--- config.mk ---
export PLATFORM = sky130hd
export DESIGN_NAME = tsa_front
export DESIGN_NICKNAME = d
export VERILOG_FILES = /design/src/sv/assert_macros.svh /design/src/sv/tsa_pkg.sv /design/src/sv/tsa_front.sv
export SDC_FILE = /design/constraint.sdc
export NUM_CORES = 1
export LEC_CHECK = 0
export BUFFER_PORTS_ARGS = -buffer_cell sky130_fd_sc_hd__clkbuf_2
export CAP_MARGIN = 30
export CORE_MARGIN = 4
export CORE_UTILIZATION = 40
export CTS_CLUSTER_DIAMETER = 80
export DETAILED_ROUTE_END_ITERATION = 12
export PLACE_DENSITY = 0.7
export REMOVE_ABC_BUFFERS = 1
export SYNTH_ARGS = -nofsm -noshare
export SYNTH_HDL_FRONTEND = slang
export SYNTH_SLANG_ARGS = --single-unit
--- constraint.sdc ---
create_clock -name clk -period 3.9 [get_ports clk]
set_input_delay 0.585 -clock clk [delete_from_list [all_inputs] [get_ports clk]]
set_output_delay 0.585 -clock clk [all_outputs]
set_load 0.1 [all_outputs]
--- src/sv/assert_macros.svh ---
// Assertion helpers used by the arbiter back end.
`ifndef ASSERT_MACROS_SVH
`define ASSERT_MACROS_SVH

// Property that must hold at every clock edge outside reset.
`define TSA_ASSERT(label, prop, msg) \
    label: assert property (@(posedge clk) disable iff (!rst_n) (prop)) else $error(msg);

// Same-cycle implication.
`define TSA_ASSERT_IMPL(label, ante, cons, msg) \
    label: assert property (@(posedge clk) disable iff (!rst_n) (ante) |-> (cons)) \
        else $error(msg);

// Next-cycle implication.
`define TSA_ASSERT_NEXT(label, ante, cons, msg) \
    label: assert property (@(posedge clk) disable iff (!rst_n) (ante) |=> (cons)) \
        else $error(msg);

`endif

--- src/sv/tsa_pkg.sv ---
// ----------------------------------------------------------------------------
// Tenant slice arbiter package
// Shared constants and the item type that links the front and back parts.
// ----------------------------------------------------------------------------
`default_nettype none

package tsa_pkg;

    localparam int TENANTS_DEF = 16;
    localparam int PHASES = 52;
    localparam logic [31:0] EPOCH_RESET = 32'd1000;

    typedef logic signed [33:0] slice_t;
    typedef logic signed [39:0] cum_t;

    typedef struct packed {
        logic [3:0]  tenant;
        logic        req;
        logic        emit;
        slice_t      deadline;
        logic        last_of_epoch;
    } qitem_t;

    typedef enum logic {
        KIND_DURATION = 1'b0,
        KIND_GRANT    = 1'b1
    } kind_t;

endpackage

`default_nettype wire

--- src/sv/tsa_front.sv ---
// ----------------------------------------------------------------------------
// Tenant slice arbiter front end
// Classifies a slot beat and computes the request deadline and phase.
// ----------------------------------------------------------------------------
`default_nettype none

module tsa_front
    import tsa_pkg::*;
#(
    parameter int TENANTS = TENANTS_DEF
)
(
    input  wire logic        clk,
    input  wire logic        rst_n,
    input  wire logic        accept,
    input  wire logic [31:0] epoch,
    input  wire logic [3:0]  tenant,
    input  wire logic        has_request,
    input  wire logic        resumed,
    input  wire logic [31:0] total_run_time,
    input  wire logic [31:0] run_so_far,
    input  wire logic        profile_found,
    input  wire logic [31:0] short_estimate,
    input  wire logic [31:0] long_estimate,
    input  wire logic        last_of_epoch,
    output qitem_t           item
);

    localparam int TW = (TENANTS > 1) ? $clog2(TENANTS) : 1;

    logic [5:0]    phase_reg [TENANTS];
    logic [TW-1:0] tidx;
    logic          in_range;
    logic          resumed_ok;
    logic [5:0]    phase;
    logic          step_phase;
    slice_t        d;

    assign tidx       = TW'(tenant);
    assign in_range   = (int'(tenant) < TENANTS);
    assign resumed_ok = resumed && (run_so_far != 32'd0);
    assign phase      = phase_reg[tidx];
    assign step_phase = accept && has_request && in_range && !resumed_ok && profile_found;

    always_comb
    begin
        if (resumed_ok)
        begin
            d = slice_t'({2'b00, total_run_time}) - slice_t'({2'b00, run_so_far});
        end
        else if (profile_found)
        begin
            d = (phase > 6'd1) ? slice_t'({2'b00, long_estimate})
                               : slice_t'({2'b00, short_estimate});
        end
        else
        begin
            d = slice_t'({2'b00, epoch});
        end
    end

    always_ff @(posedge clk or negedge rst_n)
    begin
        if (!rst_n)
        begin
            for (int i = 0; i < TENANTS; i++)
            begin
                phase_reg[i] <= 6'd0;
            end
        end
        else if (step_phase)
        begin
            phase_reg[tidx] <= (int'(phase) + 1 >= PHASES) ? 6'd0 : phase + 6'd1;
        end
    end

    always_comb
    begin
        item.tenant        = tenant;
        item.req           = has_request && in_range;
        item.emit          = has_request && in_range && !resumed_ok;
        item.deadline      = d;
        item.last_of_epoch = last_of_epoch;
    end

endmodule

`default_nettype wire

=== Word level (Yosys, flattened, before mapping) ===
Cells that the tools add are included.

* Add/subtract/negate cells: 3
* $lt $le $gt $ge: 4
* Mux-type cells: 10
* Bitwise operators: 1
* Reduce and logical (&&, ||, !) cells: 8

{| class="wikitable"
|+ Operator list
! cell !! count
|-
| 96-bit bitwise mux || 1
|-
| 32-bit 2-to-1 mux || 2
|-
| 34-bit 2-to-1 mux || 1
|-
| 32-bit by 32-bit subtractor with 33-bit output || 1
|-
| 32-bit nonzero test || 1
|-
| 6-bit binary-select mux with 4-bit select || 1
|-
| 6-bit demux with 4-bit select || 1
|-
| 6-bit 2-to-1 mux || 4
|-
| 6-bit by 1-bit adder with 7-bit output (second input constant) || 1
|-
| 7-bit by 6-bit >= comparator with 1-bit output (second input constant) || 1
|-
| 6-bit by 1-bit adder with 6-bit output (second input constant) || 1
|-
| 6-bit by 1-bit > comparator with 1-bit output (second input constant) || 1
|-
| 1-bit logical AND || 6
|-
| 5-bit >= comparator (second input constant) || 1
|-
| 5-bit by 1-bit < comparator with 1-bit output (second input constant) || 1
|-
| 4-bit NOT with 5-bit output || 1
|-
| 1-bit logical NOT || 1
|}

* Register bits after elaboration: 96
* Input bits: 171
* Output and inout bits: 41
* Logic and storage cells: 42

=== Longest topological paths before layout ===
* Depth after elaboration: 8
* Gate-level depth with buffers: 15
* Depth with buffers taken out: 13

=== Worst setup path after synthesis ===
Ideal clock, no wire load.

* Kind: input to output
* Start point: input total_run_time[0]
* End point: output item[29] (netlist bit)
* Data arrival time: 4759 ps
* Data required time: 3315 ps
* Path slack: -1444 ps
* Stages: 11
* Cell sequence: inv_1 ha_1 fa_1 nand2b_1 a21oi_1 o21ai_0 o21bai_1 a31oi_1 o311ai_0 xnor2_1 o21ai_0

{| class="wikitable"
|+ RTL lines
! item !! RTL line !! text
|-
| start, declared || tsa_front.sv:20 || <nowiki>input wire logic [31:0] total_run_time,</nowiki>
|-
| end, declared || tsa_front.sv:26 || <nowiki>output qitem_t item</nowiki>
|}

==> impl_metrics.env <==
export IMPL_largest_reg_flops=96
export IMPL_first_pass_iters=5
export IMPL_grt_first_pass_wirelength_microns=37930
export IMPL_yosys_area_share_simple=0.1641
export IMPL_path_max_fanout=6
export IMPL_worst_slew_margin_rel=0.6307
export IMPL_via_count=7550
export IMPL_critPathCaptureType="primary output"
export IMPL_place_gp_congestion=0.9058
export IMPL_period_needed_ns=4.425
export IMPL_grtUsageTotal=0.2314
export IMPL_routed_via_density=5.455
export IMPL_synth_compound_area_frac=0.2352
export IMPL_routedWlPerCell_microns=17.49
export IMPL_place_hpwl_microns=19390
export IMPL_period_share=1.135
export IMPL_setup_tns_ns=-13.51
export IMPL_status="finished with violations"
export IMPL_max_freq_mhz=226.0
export IMPL_final_util=0.5749
export IMPL_seqCellArea_sq_um=2402
export IMPL_cp_start_kind="primary input"
export IMPL_rsz0062_at_grt="true"
export IMPL_clockBufferDepth=2
export IMPL_drive_gt1_frac=0.3493
export IMPL_ir_drop_uv=283.7
export IMPL_clk_pin_slew_ns=0.07
export IMPL_overflow=0
export IMPL_antenna_left=0
export IMPL_hold_ws_ns=0.1092
export IMPL_synthCells=869
export IMPL_total_power_mw=3.590
export IMPL_crit_required_ns=3.31
export IMPL_fin_worst_skew_ns=0.006700
export IMPL_finalNonFillerCells=1384
export IMPL_drc=0
export IMPL_cts_hold_buf=0
export IMPL_rows=49
export IMPL_hp_class="primary input to async pin"
export IMPL_finalHoldViolations=0
export IMPL_io_pins=212
export IMPL_yosysWarnings=0
export IMPL_dpl_instance_area_sq_um=9707
export IMPL_numClockSinks=96
export IMPL_multi_input_area_sq_um=4643
export IMPL_htree_num_levels=3
export IMPL_finalWirelength_microns=24200
export IMPL_antenna_found_initial=7
export IMPL_async_flop_share=1.000
export IMPL_synth_edf_count=0
export IMPL_finalSetupViolCount=32
export IMPL_grt_pass1_vias=7377
export IMPL_core_sq_um=18020
export IMPL_synth_flop_cell="dfrtp_1"
export IMPL_drv_cap=0
export IMPL_insertion_delay_ns=0.34
export IMPL_synth_xor_area_share=0.02747
export IMPL_start_util=0.4069
export IMPL_fillers=1535
export IMPL_synth_fa_ha_area_frac=0.06244
export IMPL_synthToLayoutAreaGrowth_pct=41.28
export IMPL_power_density_nw_per_um2=346.4
export IMPL_ys_seq_area_frac=0.3275
export IMPL_violations="negative setup slack"
export IMPL_cts_buffers=9
export IMPL_final_area_sq_um=10360
export IMPL_cts_tree="yes"
export IMPL_die_area_sq_um=20570
export IMPL_ys_ff_latch=96
export IMPL_preCtsSetupSlack_ns=-0.7184
export IMPL_grt_max_degree=68
export IMPL_nets=1350
export IMPL_worst_slew_pin_slew_ns=0.5540
export IMPL_die_y_microns=143.4
export IMPL_r2r_cells=14
export IMPL_slew_viol_final=0
export IMPL_drtIter0Drc=473
export IMPL_synth_cell_types=64
export IMPL_p_leak_nw=5.015
export IMPL_synth_area_per_cell_sq_um=8.440
export IMPL_synth_top_family_by_area="compound AO/OA/AOI/OAI gates"
export IMPL_syn_area_sq_um=7335
export IMPL_arrival_ns=3.84
export IMPL_muxShareOfSynthArea=0.1247
export IMPL_setup_ws_ns=-0.5252
export IMPL_die_x_microns=143.4
export IMPL_cts_root_buf="clkbuf_16"
export IMPL_layout_common_cells="nand2_1, clkbuf_2, o21ai_0"
export IMPL_path_class="primary input to primary output"
export IMPL_numPortBuffers=209
export IMPL_dp_cells=1347
==> area by class of cell <==
type,count,share of cell area
antenna,7,0.001690
clock buffer,10,0.02306
clock inverter,6,0.006520
inverter,41,0.01485
multi-input combinational,676,0.4481
sequential,96,0.2318
tap,229,0.02765
timing repair buffer,319,0.2463
==> Yosys cell counts, types with 3 or more instances <==
cell type | n | area share
buf_1 | 8 | 0.0041
inv_1 | 40 | 0.020
o22a_1 | 3 | 0.0036
xor2_1 | 12 | 0.014
and3_1 | 3 | 0.0026
o31ai_1 | 4 | 0.0041
nor3_1 | 5 | 0.0034
a211oi_1 | 4 | 0.0041
o211ai_1 | 32 | 0.033
nor3b_1 | 6 | 0.0061
o21a_1 | 8 | 0.0082
a211o_1 | 4 | 0.0048
mux4_2 | 24 | 0.074
nor4b_1 | 3 | 0.0036
o21ai_0 | 147 | 0.10
clkbuf_1 | 31 | 0.016
and2_1 | 5 | 0.0043
o22ai_1 | 4 | 0.0034
a31oi_1 | 7 | 0.0060
nand3_1 | 15 | 0.010
nand2b_1 | 7 | 0.0060
a21o_1 | 9 | 0.0092
ha_1 | 35 | 0.060
a22o_1 | 3 | 0.0036
buf_2 | 3 | 0.0020
a22oi_1 | 4 | 0.0041
mux2_2 | 3 | 0.0046
buf_6 | 3 | 0.0046
nor2_1 | 28 | 0.014
xnor2_1 | 11 | 0.013
nand4_1 | 3 | 0.0026
nor2b_1 | 6 | 0.0051
mux2i_1 | 34 | 0.046
a21oi_1 | 34 | 0.023
or2_2 | 4 | 0.0034
nand2_1 | 173 | 0.089
dfrtp_1 | 96 | 0.33
buf_4 | 10 | 0.010
nor4_1 | 8 | 0.0068
==> per-layer routing <==
layer,GRT usage,up-vias,share of wire
met5,0,-,0
met4,0.09267,0,0.029
met3,0.03394,44,0.067
met2,0.4103,287,0.51
met1,0.2828,3539,0.40
li1,-,3680,-
==> final timing paths <==
path                                            from                        end  slack [ns]
max reg2reg                phase_reg[48]$_DFFE_PN0P_  phase_reg[42]$_DFFE_PN0P_        0.39
min in group clk           phase_reg[78]$_DFFE_PN0P_  phase_reg[78]$_DFFE_PN0P_        0.48
min                                            rst_n  phase_reg[50]$_DFFE_PN0P_        0.11
min reg2reg                phase_reg[78]$_DFFE_PN0P_  phase_reg[78]$_DFFE_PN0P_        0.48
max in group asynchronous                      rst_n  phase_reg[51]$_DFFE_PN0P_        2.97
max                                        tenant[0]                    item[5]       -0.53
==> cell families (layout without fill, tap and decap cells) <==
logic type | count (synthesis) | in the layout
AO/OA/AOI/OAI | 285 | 285
AND/OR/NAND/NOR | 271 | 271
buffers and inverters | 97 | 376
flip-flops | 96 | 96
multiplexers | 61 | 61
adder cells (fa/ha/maj) | 36 | 36
XOR/XNOR | 23 | 23
other | 0 | 7
==> report_power, final <==
group / switching, mW / internal [mW] / total [mW]
clock network: 0.379 / 0.518 / 0.897
registers: 0.0218 / 1.03 / 1.05
logic: 0.947 / 0.692 / 1.64
==> what timing repair did <==
item,4_1_cts,5_1_grt
endpoints found under the setup margin,34,34
hold endpoints to repair,0,0
gates resized for setup,51,23
pin swaps,9,9
setup buffers,8,8
==> worst max-delay path: stages <==
cell and delay (ns):
clkbuf_16 0.13, mux4_2 0.52, a22o_1 0.26, a221oi_4 0.27, ha_2 0.24, nor2_2 0.05
or2_4 0.21, o22a_1 0.19, nor4_4 0.22, buf_12 0.16, buf_12 0.12, buf_12 0.12
buf_12 0.10, mux2i_1 0.19, nand2_1 0.07, o211ai_1 0.09, o21ai_1 0.13, buf_12 0.19
Note: power is estimated with default switching activity, not from simulation.
