**src/sv/assert_macros.svh**
```systemverilog
// Assertion helpers used by the arbiter back end.
`ifndef ASSERT_MACROS_SVH
`define ASSERT_MACROS_SVH

// Property that must hold at every clock edge outside reset.
`define TSA_ASSERT(label, prop, msg) \
    label: assert property (@(posedge clk) disable iff (!rst_n) (prop)) else $error(msg);

// Same-cycle implication.
`define TSA_ASSERT_IMPL(label, ante, cons, msg) \
    label: assert property (@(posedge clk) disable iff (!rst_n) (ante) |-> (cons)) \
        else $error(msg);

// Next-cycle implication.
`define TSA_ASSERT_NEXT(label, ante, cons, msg) \
    label: assert property (@(posedge clk) disable iff (!rst_n) (ante) |=> (cons)) \
        else $error(msg);

`endif

```
**src/sv/tsa_pkg.sv**
```systemverilog
// ----------------------------------------------------------------------------
// Tenant slice arbiter package
// Shared constants and the item type that links the front and back parts.
// ----------------------------------------------------------------------------
`default_nettype none

package tsa_pkg;

    localparam int TENANTS_DEF = 16;
    localparam int PHASES = 52;
    localparam logic [31:0] EPOCH_RESET = 32'd1000;

    typedef logic signed [33:0] slice_t;
    typedef logic signed [39:0] cum_t;

    typedef struct packed {
        logic [3:0]  tenant;
        logic        req;
        logic        emit;
        slice_t      deadline;
        logic        last_of_epoch;
    } qitem_t;

    typedef enum logic {
        KIND_DURATION = 1'b0,
        KIND_GRANT    = 1'b1
    } kind_t;

endpackage

`default_nettype wire

```
**src/sv/tsa_queue.sv**
```systemverilog
// ----------------------------------------------------------------------------
// Tenant slice arbiter item queue
// Two-entry queue between the front and back parts.
// ----------------------------------------------------------------------------
`default_nettype none

module tsa_queue
    import tsa_pkg::*;
(
    input  wire logic clk,
    input  wire logic rst_n,
    input  wire logic push,
    input  qitem_t    push_item,
    input  wire logic pop,
    output qitem_t    pop_item,
    output logic      empty
);

    qitem_t     slot_reg [2];
    logic       wptr_reg;
    logic       rptr_reg;
    logic [1:0] count_reg;

    assign empty    = (count_reg == 2'd0);
    assign pop_item = slot_reg[rptr_reg];

    always_ff @(posedge clk)
    begin
        if (push)
        begin
            slot_reg[wptr_reg] <= push_item;
        end
    end

    always_ff @(posedge clk or negedge rst_n)
    begin
        if (!rst_n)
        begin
            wptr_reg  <= 1'b0;
            rptr_reg  <= 1'b0;
            count_reg <= 2'd0;
        end
        else
        begin
            if (push)
            begin
                wptr_reg <= ~wptr_reg;
            end
            if (pop)
            begin
                rptr_reg <= ~rptr_reg;
            end
            if (push && !pop)
            begin
                count_reg <= count_reg + 2'd1;
            end
            else if (pop && !push)
            begin
                count_reg <= count_reg - 2'd1;
            end
        end
    end

endmodule

`default_nettype wire

```
**config.mk**
```make
export PLATFORM = sky130hd
export DESIGN_NAME = tsa_queue
export DESIGN_NICKNAME = d
export VERILOG_FILES = /design/src/sv/assert_macros.svh /design/src/sv/tsa_pkg.sv /design/src/sv/tsa_queue.sv
export SDC_FILE = /design/constraint.sdc
export NUM_CORES = 1
export LEC_CHECK = 0
export BUFFER_PORTS_ARGS = -buffer_cell sky130_fd_sc_hd__buf_2
export CELL_PAD_IN_SITES_DETAIL_PLACEMENT = 0
export CELL_PAD_IN_SITES_GLOBAL_PLACEMENT = 1
export CORE_MARGIN = 5
export CORE_UTILIZATION = 48
export CTS_CLUSTER_DIAMETER = 80
export DETAILED_ROUTE_END_ITERATION = 8
export HOLD_SLACK_MARGIN = 0.06
export PLACE_DENSITY = 0.85
export SYNTH_ARGS = -nofsm -noshare
export SYNTH_HDL_FRONTEND = slang
export SYNTH_SLANG_ARGS = --single-unit
```
**constraint.sdc**
```tcl
create_clock -name clk -period 8.5 [get_ports clk]
set_input_delay 0.425 -clock clk [delete_from_list [all_inputs] [get_ports clk]]
set_output_delay 0.425 -clock clk [all_outputs]
set_load 0.01 [all_outputs]
```
# Yosys cells after proc, flatten, opt, wreduce, memory -nomap -nowiden

Memories as Yosys holds them, arrays and structs flattened.
Index checks and enable logic that the tools add are counted.

Flip-flop bits (word level): 4
Memory bits (writable): 82
Input bits: 45
Output and inout bits: 42
Logic and storage cells: 18
Memories kept: 1

Memory list:

| memory   | words | bits a word | read ports | clocked after Yosys merged registers in | write ports | line            | text |
|---|---|---|---|---|---|---|---|
| slot_reg | 2     | 41          | 1          | 0                                       | 1           | tsa_queue.sv:19 | `qitem_t slot_reg [2];` |

Add/subtract/negate cells: 2
Muxes and demuxes: 4
Bitwise gates (word level): 2
Reduce and logical (&&, ||, !) cells: 6

Operators by type and width:

| cell                | count |
|---|---|
| $mux 2              | 2 |
| $add 2x1->2 const B | 1 |
| $logic_and 1x1->1   | 2 |
| $logic_not 1->1     | 2 |
| $logic_not 2->1     | 1 |
| $mux 1              | 2 |
| $not 1->1           | 2 |
| $reduce_bool 2->1   | 1 |
| $sub 2x1->2 const B | 1 |

# Depth between registers and ports, before layout

Gate-level depths: netlist of the first run.

Depth in word-level cells: 4
Gate-level depth with buffers: 5
Gate-level depth less buffers: 5

# Worst setup path after synthesis of the first run

OpenSTA, ideal clock, no wires.

Path kind: input to register
From: input push
To: memory slot_reg[0][0] in the netlist's numbering (enable)
Library setup time: 0.444 ns
Arrival time: 2.257 ns
Data required time: 8.056 ns
Path slack: 5.799 ns
Stages: 1
Path buffers: 0
Path through: nor2b_1

Longest elaborated chain between the ends: 2

Ends and longest elaborated chain:

| element                      | line            | text |
|---|---|---|
| start, declared              | tsa_queue.sv:12 | `input wire logic push,` |
| $mux 1                       | tsa_queue.sv:29 | `if (push)` |
| $mux 1 (not written as such) | tsa_queue.sv:31 | `slot_reg[wptr_reg] <= push_item;` |
| end, declared                | tsa_queue.sv:19 |  |

Every way passes these cells.

==> results of run 1 <==
==> report_power, final <==
| group | internal (mW) | switching, mW | total (mW) |
|---|---|---|---|
| Clock | 0.165 | 0.128 | 0.293 |
| Combinational | 0.212 | 0.195 | 0.407 |
| Sequential | 0.566 | 0.0320 | 0.598 |
==> per-layer routing <==
| layer | part of all wire | global-route usage | up-vias |
|---|---|---|---|
| met5 | 0 | 0 | - |
| met4 | 0.015 | 0.0623 | 0 |
| met3 | 0.058 | 0.0418 | 10 |
| met2 | 0.52 | 0.224 | 52 |
| met1 | 0.40 | 0.150 | 757 |
| li1 | - | - | 744 |
==> worst min-delay path by stage <==
stage	end	cells after the start
6_report	slot_reg[1][31]$_DFFE_PP_	1
5_1_grt	slot_reg[0][5]$_DFFE_PP_	1
4_1_cts	slot_reg[0][18]$_DFFE_PP_	1
3_5_place_dp	count_reg[1]$_DFFE_PN0P_	1
3_3_place_gp	count_reg[1]$_DFFE_PN0P_	1
2_1_floorplan	count_reg[0]$_DFFE_PN0P_	0
==> logic make-up after synthesis <==
group | synth area share
XOR/XNOR | 0.0131
multiplexers | 0.182
AND/OR/NAND/NOR | 0.00599
buffers and inverters | 0.0285
flip-flops | 0.767
adder cells (fa/ha/maj) | 0.00374
==> through the flow <==
stage	power [mW]	util	instance area [sq um]	hold slack (ns)
floorplan	0.928	-	3340	0.129
global placement	1.02	0.562	3820	0.239
detailed placement	1.03	0.562	3820	0.244
CTS	1.32	0.594	4040	0.252
global route	1.37	0.594	4040	0.242
finish	1.30	0.594	4040	0.272
==> cell type report <==
type | count | area share
Multi-Input combinational cell | 51 | 0.172
Tap cell | 96 | 0.0298
Clock inverter | 4 | 0.0177
Clock buffer | 12 | 0.0335
Timing Repair Buffer | 88 | 0.111
Inverter | 1 | 0.000930
Sequential cell | 86 | 0.635
==> synth_stat cells, drive strengths merged <==
library cell / n
edfxtp: 82
mux2: 41
buf: 5
dfrtp: 4
xor2: 4
nor2: 2
and2: 1
ha: 1
inv: 1
nor2b: 1
xnor2: 1
==> report_table.html, run 1 <==
<table>
<tr><th>Metric</th><th>Value</th></tr>
<tr><th colspan="2">Min path</th></tr>
<tr><td>Worst hold start</td><td>push_item[31]</td></tr>
<tr><td>Worst hold path type</td><td>primary input to flip-flop</td></tr>
<tr><th colspan="2">GRT</th></tr>
<tr><td>Global-route wire length before repair</td><td>8360 um</td></tr>
<tr><td>Via count of the first global-routing pass</td><td>1,673</td></tr>
<tr><td>Total routing usage reported by global routing</td><td>0.131</td></tr>
<tr><td>Pin count of the biggest net entering global routing</td><td>42</td></tr>
<tr><td>Global-route congestion overflow total</td><td>0</td></tr>
<tr><td>Antenna violations before repair</td><td>0</td></tr>
<tr><th colspan="2">Timing</th></tr>
<tr><td>Sum of negative setup slack</td><td>0 ns</td></tr>
<tr><td>Final count of hold timing violations</td><td>0</td></tr>
<tr><td>Maximum achievable frequency</td><td>425 MHz</td></tr>
<tr><td>Slew @ Worst Pin</td><td>1.18 ns</td></tr>
<tr><td>Number of max-slew violations in the final report</td><td>0</td></tr>
<tr><td>Final setup violating endpoints</td><td>0</td></tr>
<tr><td>Slew HR</td><td>0.214</td></tr>
<tr><td>Final period utilization</td><td>0.277</td></tr>
<tr><td>Final critical path time including I/O delays and setup</td><td>2.36 ns</td></tr>
<tr><td>Min setup slack post-route</td><td>6.14 ns</td></tr>
<tr><td>RSZ-0062 raised after global routing</td><td>false</td></tr>
<tr><td>Layout Skew</td><td>0.00799 ns</td></tr>
<tr><th colspan="2">Power</th></tr>
<tr><td>Worst IR Drop VDD</td><td>229 uV</td></tr>
<tr><td>Leak</td><td>1.64 nW</td></tr>
<tr><td>Power per cell area</td><td>322 nW/um^2</td></tr>
<tr><th colspan="2">Finish</th></tr>
<tr><td>Largest register FFs</td><td>82</td></tr>
<tr><td>Area of combinational cells with multiple inputs</td><td>693 sq um</td></tr>
<tr><td>Synth-to-Final Area Change</td><td>20.7%</td></tr>
<tr><td>Number of fill cells</td><td>523</td></tr>
<tr><td>Most common cell after layout, fill and taps aside</td><td>buf_2</td></tr>
<tr><td>Highest-count cells in the layout ignoring fill and taps</td><td>86 x buf_2, 82 x edfxtp_1, 39 x mux2_4, 9 x clkbuf_8, 4 x xor2_1</td></tr>
<tr><td>Final nets</td><td>283</td></tr>
<tr><td>Fraction of final layout cells sized beyond drive strength 1</td><td>0.591</td></tr>
<tr><td>Layout Cells excl Fill</td><td>338</td></tr>
<tr><td>Sequential cell area</td><td>2560 sq um</td></tr>
<tr><td>Antenna cells</td><td>0</td></tr>
<tr><th colspan="2">Synth</th></tr>
<tr><td>Count of cell types in the netlist</td><td>13</td></tr>
<tr><td>Post-Syn Area per Cell</td><td>23.4 sq um</td></tr>
<tr><td>Post-synthesis cell area</td><td>3340 sq um</td></tr>
<tr><td>Syn nets</td><td>189</td></tr>
<tr><td>Area leader, netlist</td><td>edfxtp_1</td></tr>
<tr><td>Number of warnings printed during yosys synthesis</td><td>0</td></tr>
<tr><td>Mapped Cells</td><td>143</td></tr>
<tr><td>Share of the yosys chip area belonging to registers</td><td>0.767</td></tr>
<tr><td>Share of Yosys cell area claimed by the top area cell type</td><td>0.737</td></tr>
<tr><td>Synthesis-stage register bit count</td><td>86</td></tr>
<tr><td>Cells taking the most area after synthesis</td><td>edfxtp_1 74%, mux2_4 18%, dfrtp_1 3.0%, buf_12 2.4%, xor2_1 1.0%</td></tr>
<tr><th colspan="2">Route</th></tr>
<tr><td>Total wirelength of the detailed-routed design</td><td>5390 um</td></tr>
<tr><td>Drt pass-1 iters</td><td>4</td></tr>
<tr><td>Via count of the routed design</td><td>1,563</td></tr>
<tr><td>Routed WL per cell</td><td>16.0 um</td></tr>
<tr><td>Number of nets with antenna violations after detailed routing</td><td>0</td></tr>
<tr><td>Vias per Instance</td><td>4.62</td></tr>
<tr><td>Number of DRC violations after detailed-routing iteration 0</td><td>115</td></tr>
<tr><td>Remaining routing DRC violations</td><td>0</td></tr>
<tr><th colspan="2">Die</th></tr>
<tr><td>Boundary pin count</td><td>87</td></tr>
<tr><td>Core area</td><td>6790 sq um</td></tr>
<tr><td>Initial core utilization</td><td>0.492</td></tr>
<tr><td>Die W</td><td>93.4 um</td></tr>
<tr><td>Total die area</td><td>8730 sq um</td></tr>
<tr><td>Die span in y</td><td>93.4 um</td></tr>
<tr><td>Total number of placement rows</td><td>30</td></tr>
<tr><th colspan="2">Critical path</th></tr>
<tr><td>Endpoint kind of the worst setup timing path</td><td>primary output</td></tr>
<tr><td>Slowest stage cell, crit path</td><td>buf_4</td></tr>
<tr><td>Required time worst endpoint</td><td>8.08 ns</td></tr>
<tr><td>Worst path depth</td><td>3</td></tr>
<tr><td>Critical Path End</td><td>pop_item[35]</td></tr>
<tr><td>Critical Path, Cell by Cell</td><td>buf_4 -&gt; mux2_2 -&gt; buf_2</td></tr>
<tr><td>Highest net fanout along the worst path</td><td>36</td></tr>
<tr><td>RR Endpoint</td><td>slot_reg[0][6]$_DFFE_PP_</td></tr>
<tr><td>Register-to-register setup slack</td><td>6.74 ns</td></tr>
<tr><td>Count of buffer and inverter cells on the critical path</td><td>2</td></tr>
<tr><td>Worst Reg2Reg Path Length in Cells</td><td>1</td></tr>
<tr><td>Worst Setup SP</td><td>rptr_reg$_DFFE_PN0P_</td></tr>
<tr><td>Slowest stage delay, CP</td><td>0.56 ns</td></tr>
<tr><td>Element type at the critical path start</td><td>flip-flop</td></tr>
<tr><td>FF-to-FF Start</td><td>wptr_reg$_DFFE_PN0P_</td></tr>
<tr><td>Critical path start-end classification</td><td>flip-flop to primary output</td></tr>
<tr><td>Worst endpoint data arrival time</td><td>1.93 ns</td></tr>
<tr><td>Cell type group with the largest total delay on the critical path</td><td>buffers and inverters</td></tr>
<tr><th colspan="2">Placement</th></tr>
<tr><td>Placer's final routability congestion estimate</td><td>0.647</td></tr>
<tr><td>IO buf count</td><td>86</td></tr>
<tr><td>Post-Place Worst Slack</td><td>6.45 ns</td></tr>
<tr><td>Cell count after placement</td><td>321</td></tr>
<tr><td>DP HPWL</td><td>3720 um</td></tr>
<tr><th colspan="2">Clock network</th></tr>
<tr><td>Buffer depth of the longest clock path</td><td>2</td></tr>
<tr><td>Clock latency reported for the late side of the worst-skew pair</td><td>0.34 ns</td></tr>
<tr><td>Clock slew at the register clock pins of the worst setup and hold paths</td><td>0.08 ns</td></tr>
<tr><td>TritonCTS clock tree</td><td>done</td></tr>
<tr><td>Inserted Clock Buffers</td><td>9</td></tr>
<tr><td>Setup bufs post-CTS</td><td>0</td></tr>
<tr><td>Sinks on the clock net</td><td>86</td></tr>
<tr><td>Post_cts resized</td><td>0</td></tr>
<tr><td>Number of buffers inserted for hold repair after clock tree synthesis</td><td>1</td></tr>
<tr><td>Number of H-tree levels</td><td>3</td></tr>
<tr><td>Root Driver</td><td>clkbuf_8</td></tr>
<tr><th colspan="2">Outcome</th></tr>
<tr><td>Result of the run</td><td>completed</td></tr>
<tr><th colspan="2">Job</th></tr>
<tr><td>Number of max-cap violations</td><td>0</td></tr>
</table>
No activity file was read; power rests on OpenSTA's default activity.
==> run 2: changes to the inputs <==
--- a/config.mk
+++ b/config.mk
@@ -5,15 +5,16 @@
 export SDC_FILE = /design/constraint.sdc
 export NUM_CORES = 1
 export LEC_CHECK = 0
+export ABC_AREA = 1
 export BUFFER_PORTS_ARGS = -buffer_cell sky130_fd_sc_hd__buf_2
 export CELL_PAD_IN_SITES_DETAIL_PLACEMENT = 0
 export CELL_PAD_IN_SITES_GLOBAL_PLACEMENT = 1
 export CORE_MARGIN = 5
-export CORE_UTILIZATION = 48
+export CORE_UTILIZATION = 44
 export CTS_CLUSTER_DIAMETER = 80
 export DETAILED_ROUTE_END_ITERATION = 8
 export HOLD_SLACK_MARGIN = 0.06
-export PLACE_DENSITY = 0.85
+export PLACE_DENSITY = 0.79
 export SYNTH_ARGS = -nofsm -noshare
 export SYNTH_HDL_FRONTEND = slang
 export SYNTH_SLANG_ARGS = --single-unit
==> constraint.sdc (replaced) <==
create_clock -name clk -period 2.25 [get_ports clk]
set_input_delay 0.1125 -clock clk [delete_from_list [all_inputs] [get_ports clk]]
set_output_delay 0.1125 -clock clk [all_outputs]
set_load 0.01 [all_outputs]
==> report_table.html, run 2 <==
<table>
<tr><th>Metric</th><th>Value</th></tr>
<tr><th colspan="2">Outcome</th></tr>
<tr><td>Result of the run</td><td>completed</td></tr>
<tr><th colspan="2">Synth</th></tr>
<tr><td>Most instantiated library cell after synthesis</td><td>edfxtp_1</td></tr>
<tr><td>Most numerous cell types in the synthesized netlist</td><td>82 x edfxtp_1, 39 x mux2_4, 7 x inv_1</td></tr>
<tr><td>Post-synthesis cell area</td><td>3360 sq um (+0.67%)</td></tr>
<tr><td>Syn nets</td><td>198 (+4.8%)</td></tr>
<tr><td>Leading register cell type out of synthesis</td><td>edfxtp_1</td></tr>
<tr><td>Async set-or-reset flop fraction in the synthesized netlist</td><td>0.0465 (unchanged)</td></tr>
<tr><td>Share of the yosys chip area belonging to registers</td><td>0.762 (-0.00513)</td></tr>
<tr><td>Mapped Cells</td><td>152 (+6.3%)</td></tr>
<tr><td>Share of Yosys cell area claimed by the top area cell type</td><td>0.732 (-0.00493)</td></tr>
<tr><td>Cells taking the most area after synthesis</td><td>edfxtp_1 73%, mux2_4 17%, dfrtp_1 3.0%, buf_12 2.4%, inv_1 0.78%</td></tr>
<tr><td>Count of flip-flops with a built-in enable after synthesis</td><td>82 (unchanged)</td></tr>
<tr><td>Post-Syn Area per Cell</td><td>22.1 sq um (-5.3%)</td></tr>
<tr><td>Number of warnings printed during yosys synthesis</td><td>0 (unchanged)</td></tr>
<tr><td>Synthesis-stage register bit count</td><td>86 (unchanged)</td></tr>
<tr><td>Area leader, netlist</td><td>edfxtp_1</td></tr>
<tr><td>Count of cell types in the netlist</td><td>14 (+1)</td></tr>
<tr><th colspan="2">Placement</th></tr>
<tr><td>IO buf count</td><td>86 (unchanged)</td></tr>
<tr><td>Placer's final routability congestion estimate</td><td>0.693 (+7.0%)</td></tr>
<tr><td>Instance area after placement</td><td>3900 sq um (+2.1%)</td></tr>
<tr><td>DP HPWL</td><td>3710 um (-0.21%)</td></tr>
<tr><th colspan="2">Route</th></tr>
<tr><td>Number of nets with antenna violations after detailed routing</td><td>0 (unchanged)</td></tr>
<tr><td>Vias per Instance</td><td>4.50 (-2.6%)</td></tr>
<tr><td>Via count of the routed design</td><td>1,788 (+14%)</td></tr>
<tr><td>Remaining routing DRC violations</td><td>0 (unchanged)</td></tr>
<tr><td>Routed WL per cell</td><td>14.5 um (-9.0%)</td></tr>
<tr><td>Number of DRC violations after detailed-routing iteration 0</td><td>47 (-59%)</td></tr>
<tr><td>Drt pass-1 iters</td><td>4 (unchanged)</td></tr>
<tr><td>Total wirelength of the detailed-routed design</td><td>5760 um (+6.9%)</td></tr>
<tr><th colspan="2">Finish</th></tr>
<tr><td>Post-layout utilization of the core</td><td>0.624 (+0.0304)</td></tr>
<tr><td>Synth-to-Final Area Change</td><td>36.0%</td></tr>
<tr><td>Area of combinational cells with multiple inputs</td><td>692 sq um (-0.18%)</td></tr>
<tr><td>Number of fill cells</td><td>520 (-0.57%)</td></tr>
<tr><td>Antenna cells</td><td>0 (unchanged)</td></tr>
<tr><td>Post-route cell area</td><td>4580 sq um (+13%)</td></tr>
<tr><td>Sequential cell area</td><td>2560 sq um (unchanged)</td></tr>
<tr><td>Final nets</td><td>339 (+20%)</td></tr>
<tr><td>Fraction of final layout cells sized beyond drive strength 1</td><td>0.500 (-0.0909)</td></tr>
<tr><td>Most common cell after layout, fill and taps aside</td><td>buf_2</td></tr>
<tr><td>Highest-count cells in the layout ignoring fill and taps</td><td>86 x buf_2, 82 x edfxtp_1, 44 x dlygate4sd3_1, 39 x mux2_4, 9 x clkbuf_8</td></tr>
<tr><td>Largest register FFs</td><td>82 (unchanged)</td></tr>
<tr><th colspan="2">Timing</th></tr>
<tr><td>Maximum achievable frequency</td><td>543 MHz</td></tr>
<tr><td>Slew HR</td><td>0.688 (+0.473)</td></tr>
<tr><td>Sum of negative setup slack</td><td>0 ns (unchanged)</td></tr>
<tr><td>Final period utilization</td><td>0.818</td></tr>
<tr><td>Final setup violating endpoints</td><td>0 (unchanged)</td></tr>
<tr><td>RSZ-0062 raised after global routing</td><td>false</td></tr>
<tr><td>Number of max-slew violations in the final report</td><td>0 (unchanged)</td></tr>
<tr><td>Layout Skew</td><td>0.00450 ns (-0.00349 ns)</td></tr>
<tr><td>Slew @ Worst Pin</td><td>0.468 ns (-0.708 ns)</td></tr>
<tr><td>Final critical path time including I/O delays and setup</td><td>1.84 ns</td></tr>
<tr><td>Final count of hold timing violations</td><td>0 (unchanged)</td></tr>
<tr><th colspan="2">Die</th></tr>
<tr><td>Boundary pin count</td><td>87 (unchanged)</td></tr>
<tr><td>Die W</td><td>97.4 um (+4.3%)</td></tr>
<tr><td>Die span in y</td><td>97.4 um (+4.3%)</td></tr>
<tr><td>Total number of placement rows</td><td>31 (+3.3%)</td></tr>
<tr><td>Core area</td><td>7330 sq um (+7.9%)</td></tr>
<tr><td>Initial core utilization</td><td>0.459 (-0.0329)</td></tr>
<tr><td>Total die area</td><td>9500 sq um (+8.8%)</td></tr>
<tr><th colspan="2">Clock network</th></tr>
<tr><td>Number of H-tree levels</td><td>3 (unchanged)</td></tr>
<tr><td>Sinks on the clock net</td><td>86 (unchanged)</td></tr>
<tr><td>Buffer depth of the longest clock path</td><td>2 (unchanged)</td></tr>
<tr><td>TritonCTS clock tree</td><td>done</td></tr>
<tr><td>Root Driver</td><td>clkbuf_8</td></tr>
<tr><td>Clock slew at the register clock pins of the worst setup and hold paths</td><td>0.08 ns (about the same)</td></tr>
<tr><td>Clock latency reported for the late side of the worst-skew pair</td><td>0.33 ns (about the same)</td></tr>
<tr><td>Post_cts resized</td><td>0 (unchanged)</td></tr>
<tr><td>Inserted Clock Buffers</td><td>9 (unchanged)</td></tr>
<tr><th colspan="2">Critical path</th></tr>
<tr><td>Endpoint kind of the worst setup timing path</td><td>primary output</td></tr>
<tr><td>Register-to-register setup slack</td><td>0.85 ns (-5.89 ns)</td></tr>
<tr><td>Element type at the critical path start</td><td>flip-flop</td></tr>
<tr><td>Highest net fanout along the worst path</td><td>22 (-39%)</td></tr>
<tr><td>Worst endpoint data arrival time</td><td>1.73 ns (-0.20 ns)</td></tr>
<tr><td>Required time worst endpoint</td><td>2.14 ns (-5.94 ns)</td></tr>
<tr><td>Critical path start-end classification</td><td>flip-flop to primary output</td></tr>
<tr><th colspan="2">GRT</th></tr>
<tr><td>Total routing usage reported by global routing</td><td>0.126 (-0.00524)</td></tr>
<tr><td>Antenna violations before repair</td><td>0 (unchanged)</td></tr>
<tr><td>Global-route wire length before repair</td><td>9250 um (+11%)</td></tr>
<tr><td>Via count of the first global-routing pass</td><td>1,913 (+14%)</td></tr>
<tr><td>Pin count of the biggest net entering global routing</td><td>23 (-45%)</td></tr>
<tr><td>Global-route congestion overflow total</td><td>0 (unchanged)</td></tr>
<tr><th colspan="2">Power</th></tr>
<tr><td>Power per cell area</td><td>1130 nW/um^2 (+250%)</td></tr>
<tr><td>Total power after layout</td><td>5.17 mW (+300%)</td></tr>
<tr><td>Leak</td><td>1.89 nW (+15%)</td></tr>
<tr><td>Worst IR Drop VDD</td><td>630 uV (+180%)</td></tr>
<tr><th colspan="2">Min path</th></tr>
<tr><td>Worst hold path type</td><td>primary input to async pin</td></tr>
<tr><th colspan="2">Job</th></tr>
<tr><td>Number of max-cap violations</td><td>0 (unchanged)</td></tr>
</table>
[run 2: changes by cell type after synthesis]
| cell | previous run | this run |
|---|---|---|
| nand3_1 | 0 | 1 |
| inv_1 | 1 | 7 |
| xor2_1 | 4 | 2 |
| nand4_1 | 0 | 1 |
| and2_1 | 1 | 0 |
| nand2_1 | 0 | 5 |
| nor2b_1 | 1 | 0 |
[run 2: stage by stage]
step | setup slack, ns | hold WS [ns] | std cells
floorplan | 0.349 | -0.183 | 152
global placement | 0.754 | -0.0727 | 337
detailed placement | 0.759 | -0.0671 | 337
CTS | 0.375 | 0.0838 | 397
global route | 0.321 | 0.0979 | 397
finish | 0.410 | 0.104 | 397
[run 2: path summary, 6_finish.rpt]
path,from,endpoint,depth (start not counted)
min,rst_n,rptr_reg$_DFFE_PN0P_,2
max reg2reg,wptr_reg$_DFFE_PN0P_,slot_reg[1][24]$_DFFE_PP_,3
min reg2reg,count_reg[1]$_DFFE_PN0P_,count_reg[1]$_DFFE_PN0P_,2
min in group clk,pop,rptr_reg$_DFFE_PN0P_,3
max,rptr_reg$_DFFE_PN0P_,pop_item[9],3
max in group asynchronous,rst_n,rptr_reg$_DFFE_PN0P_,2
[run 2: layout make-up]
type,count,share of cell area
clock buffer,10,0.0279
clock inverter,6,0.0241
inverter,7,0.00574
multi-input combinational,54,0.151
sequential,86,0.560
tap,99,0.0271
timing repair buffer,135,0.204
[run 2: timing repair]
action | in CTS | in global routing
hold buffers | 44 | 0
buffers inserted | 0 | 0
endpoints found under the hold margin | 88 | 0
[run 2: cells by family after synthesis]
logic type / synth area share
multiplexers: 0.181
XOR/XNOR: 0.00781
AND/OR/NAND/NOR: 0.0112
adder cells (fa/ha/maj): 0.00372
flip-flops: 0.762
buffers and inverters: 0.0350
[run 2: critical path, stage by stage, from the launching register on]
cell,delay (ns)
dfrtp_2,0.64
buf_12,0.27
mux2_4,0.33
buf_2,0.15
[run 2: layer usage]
layer  vias up  wire length, um  track usage
met5         -                0            0
met4         0               61       0.0607
met3         7              456       0.0474
met2        63             2930        0.207
met1       855             2320        0.146
li1        863                -            -
[run 2: power breakdown]
part	internal [mW]	switching [mW]	total, mW	leakage, nW
logic	0.909	0.747	1.66	0.959
registers	2.13	0.157	2.28	0.816
clock network	0.736	0.498	1.23	0.114
total	3.77	1.40	5.17	1.89
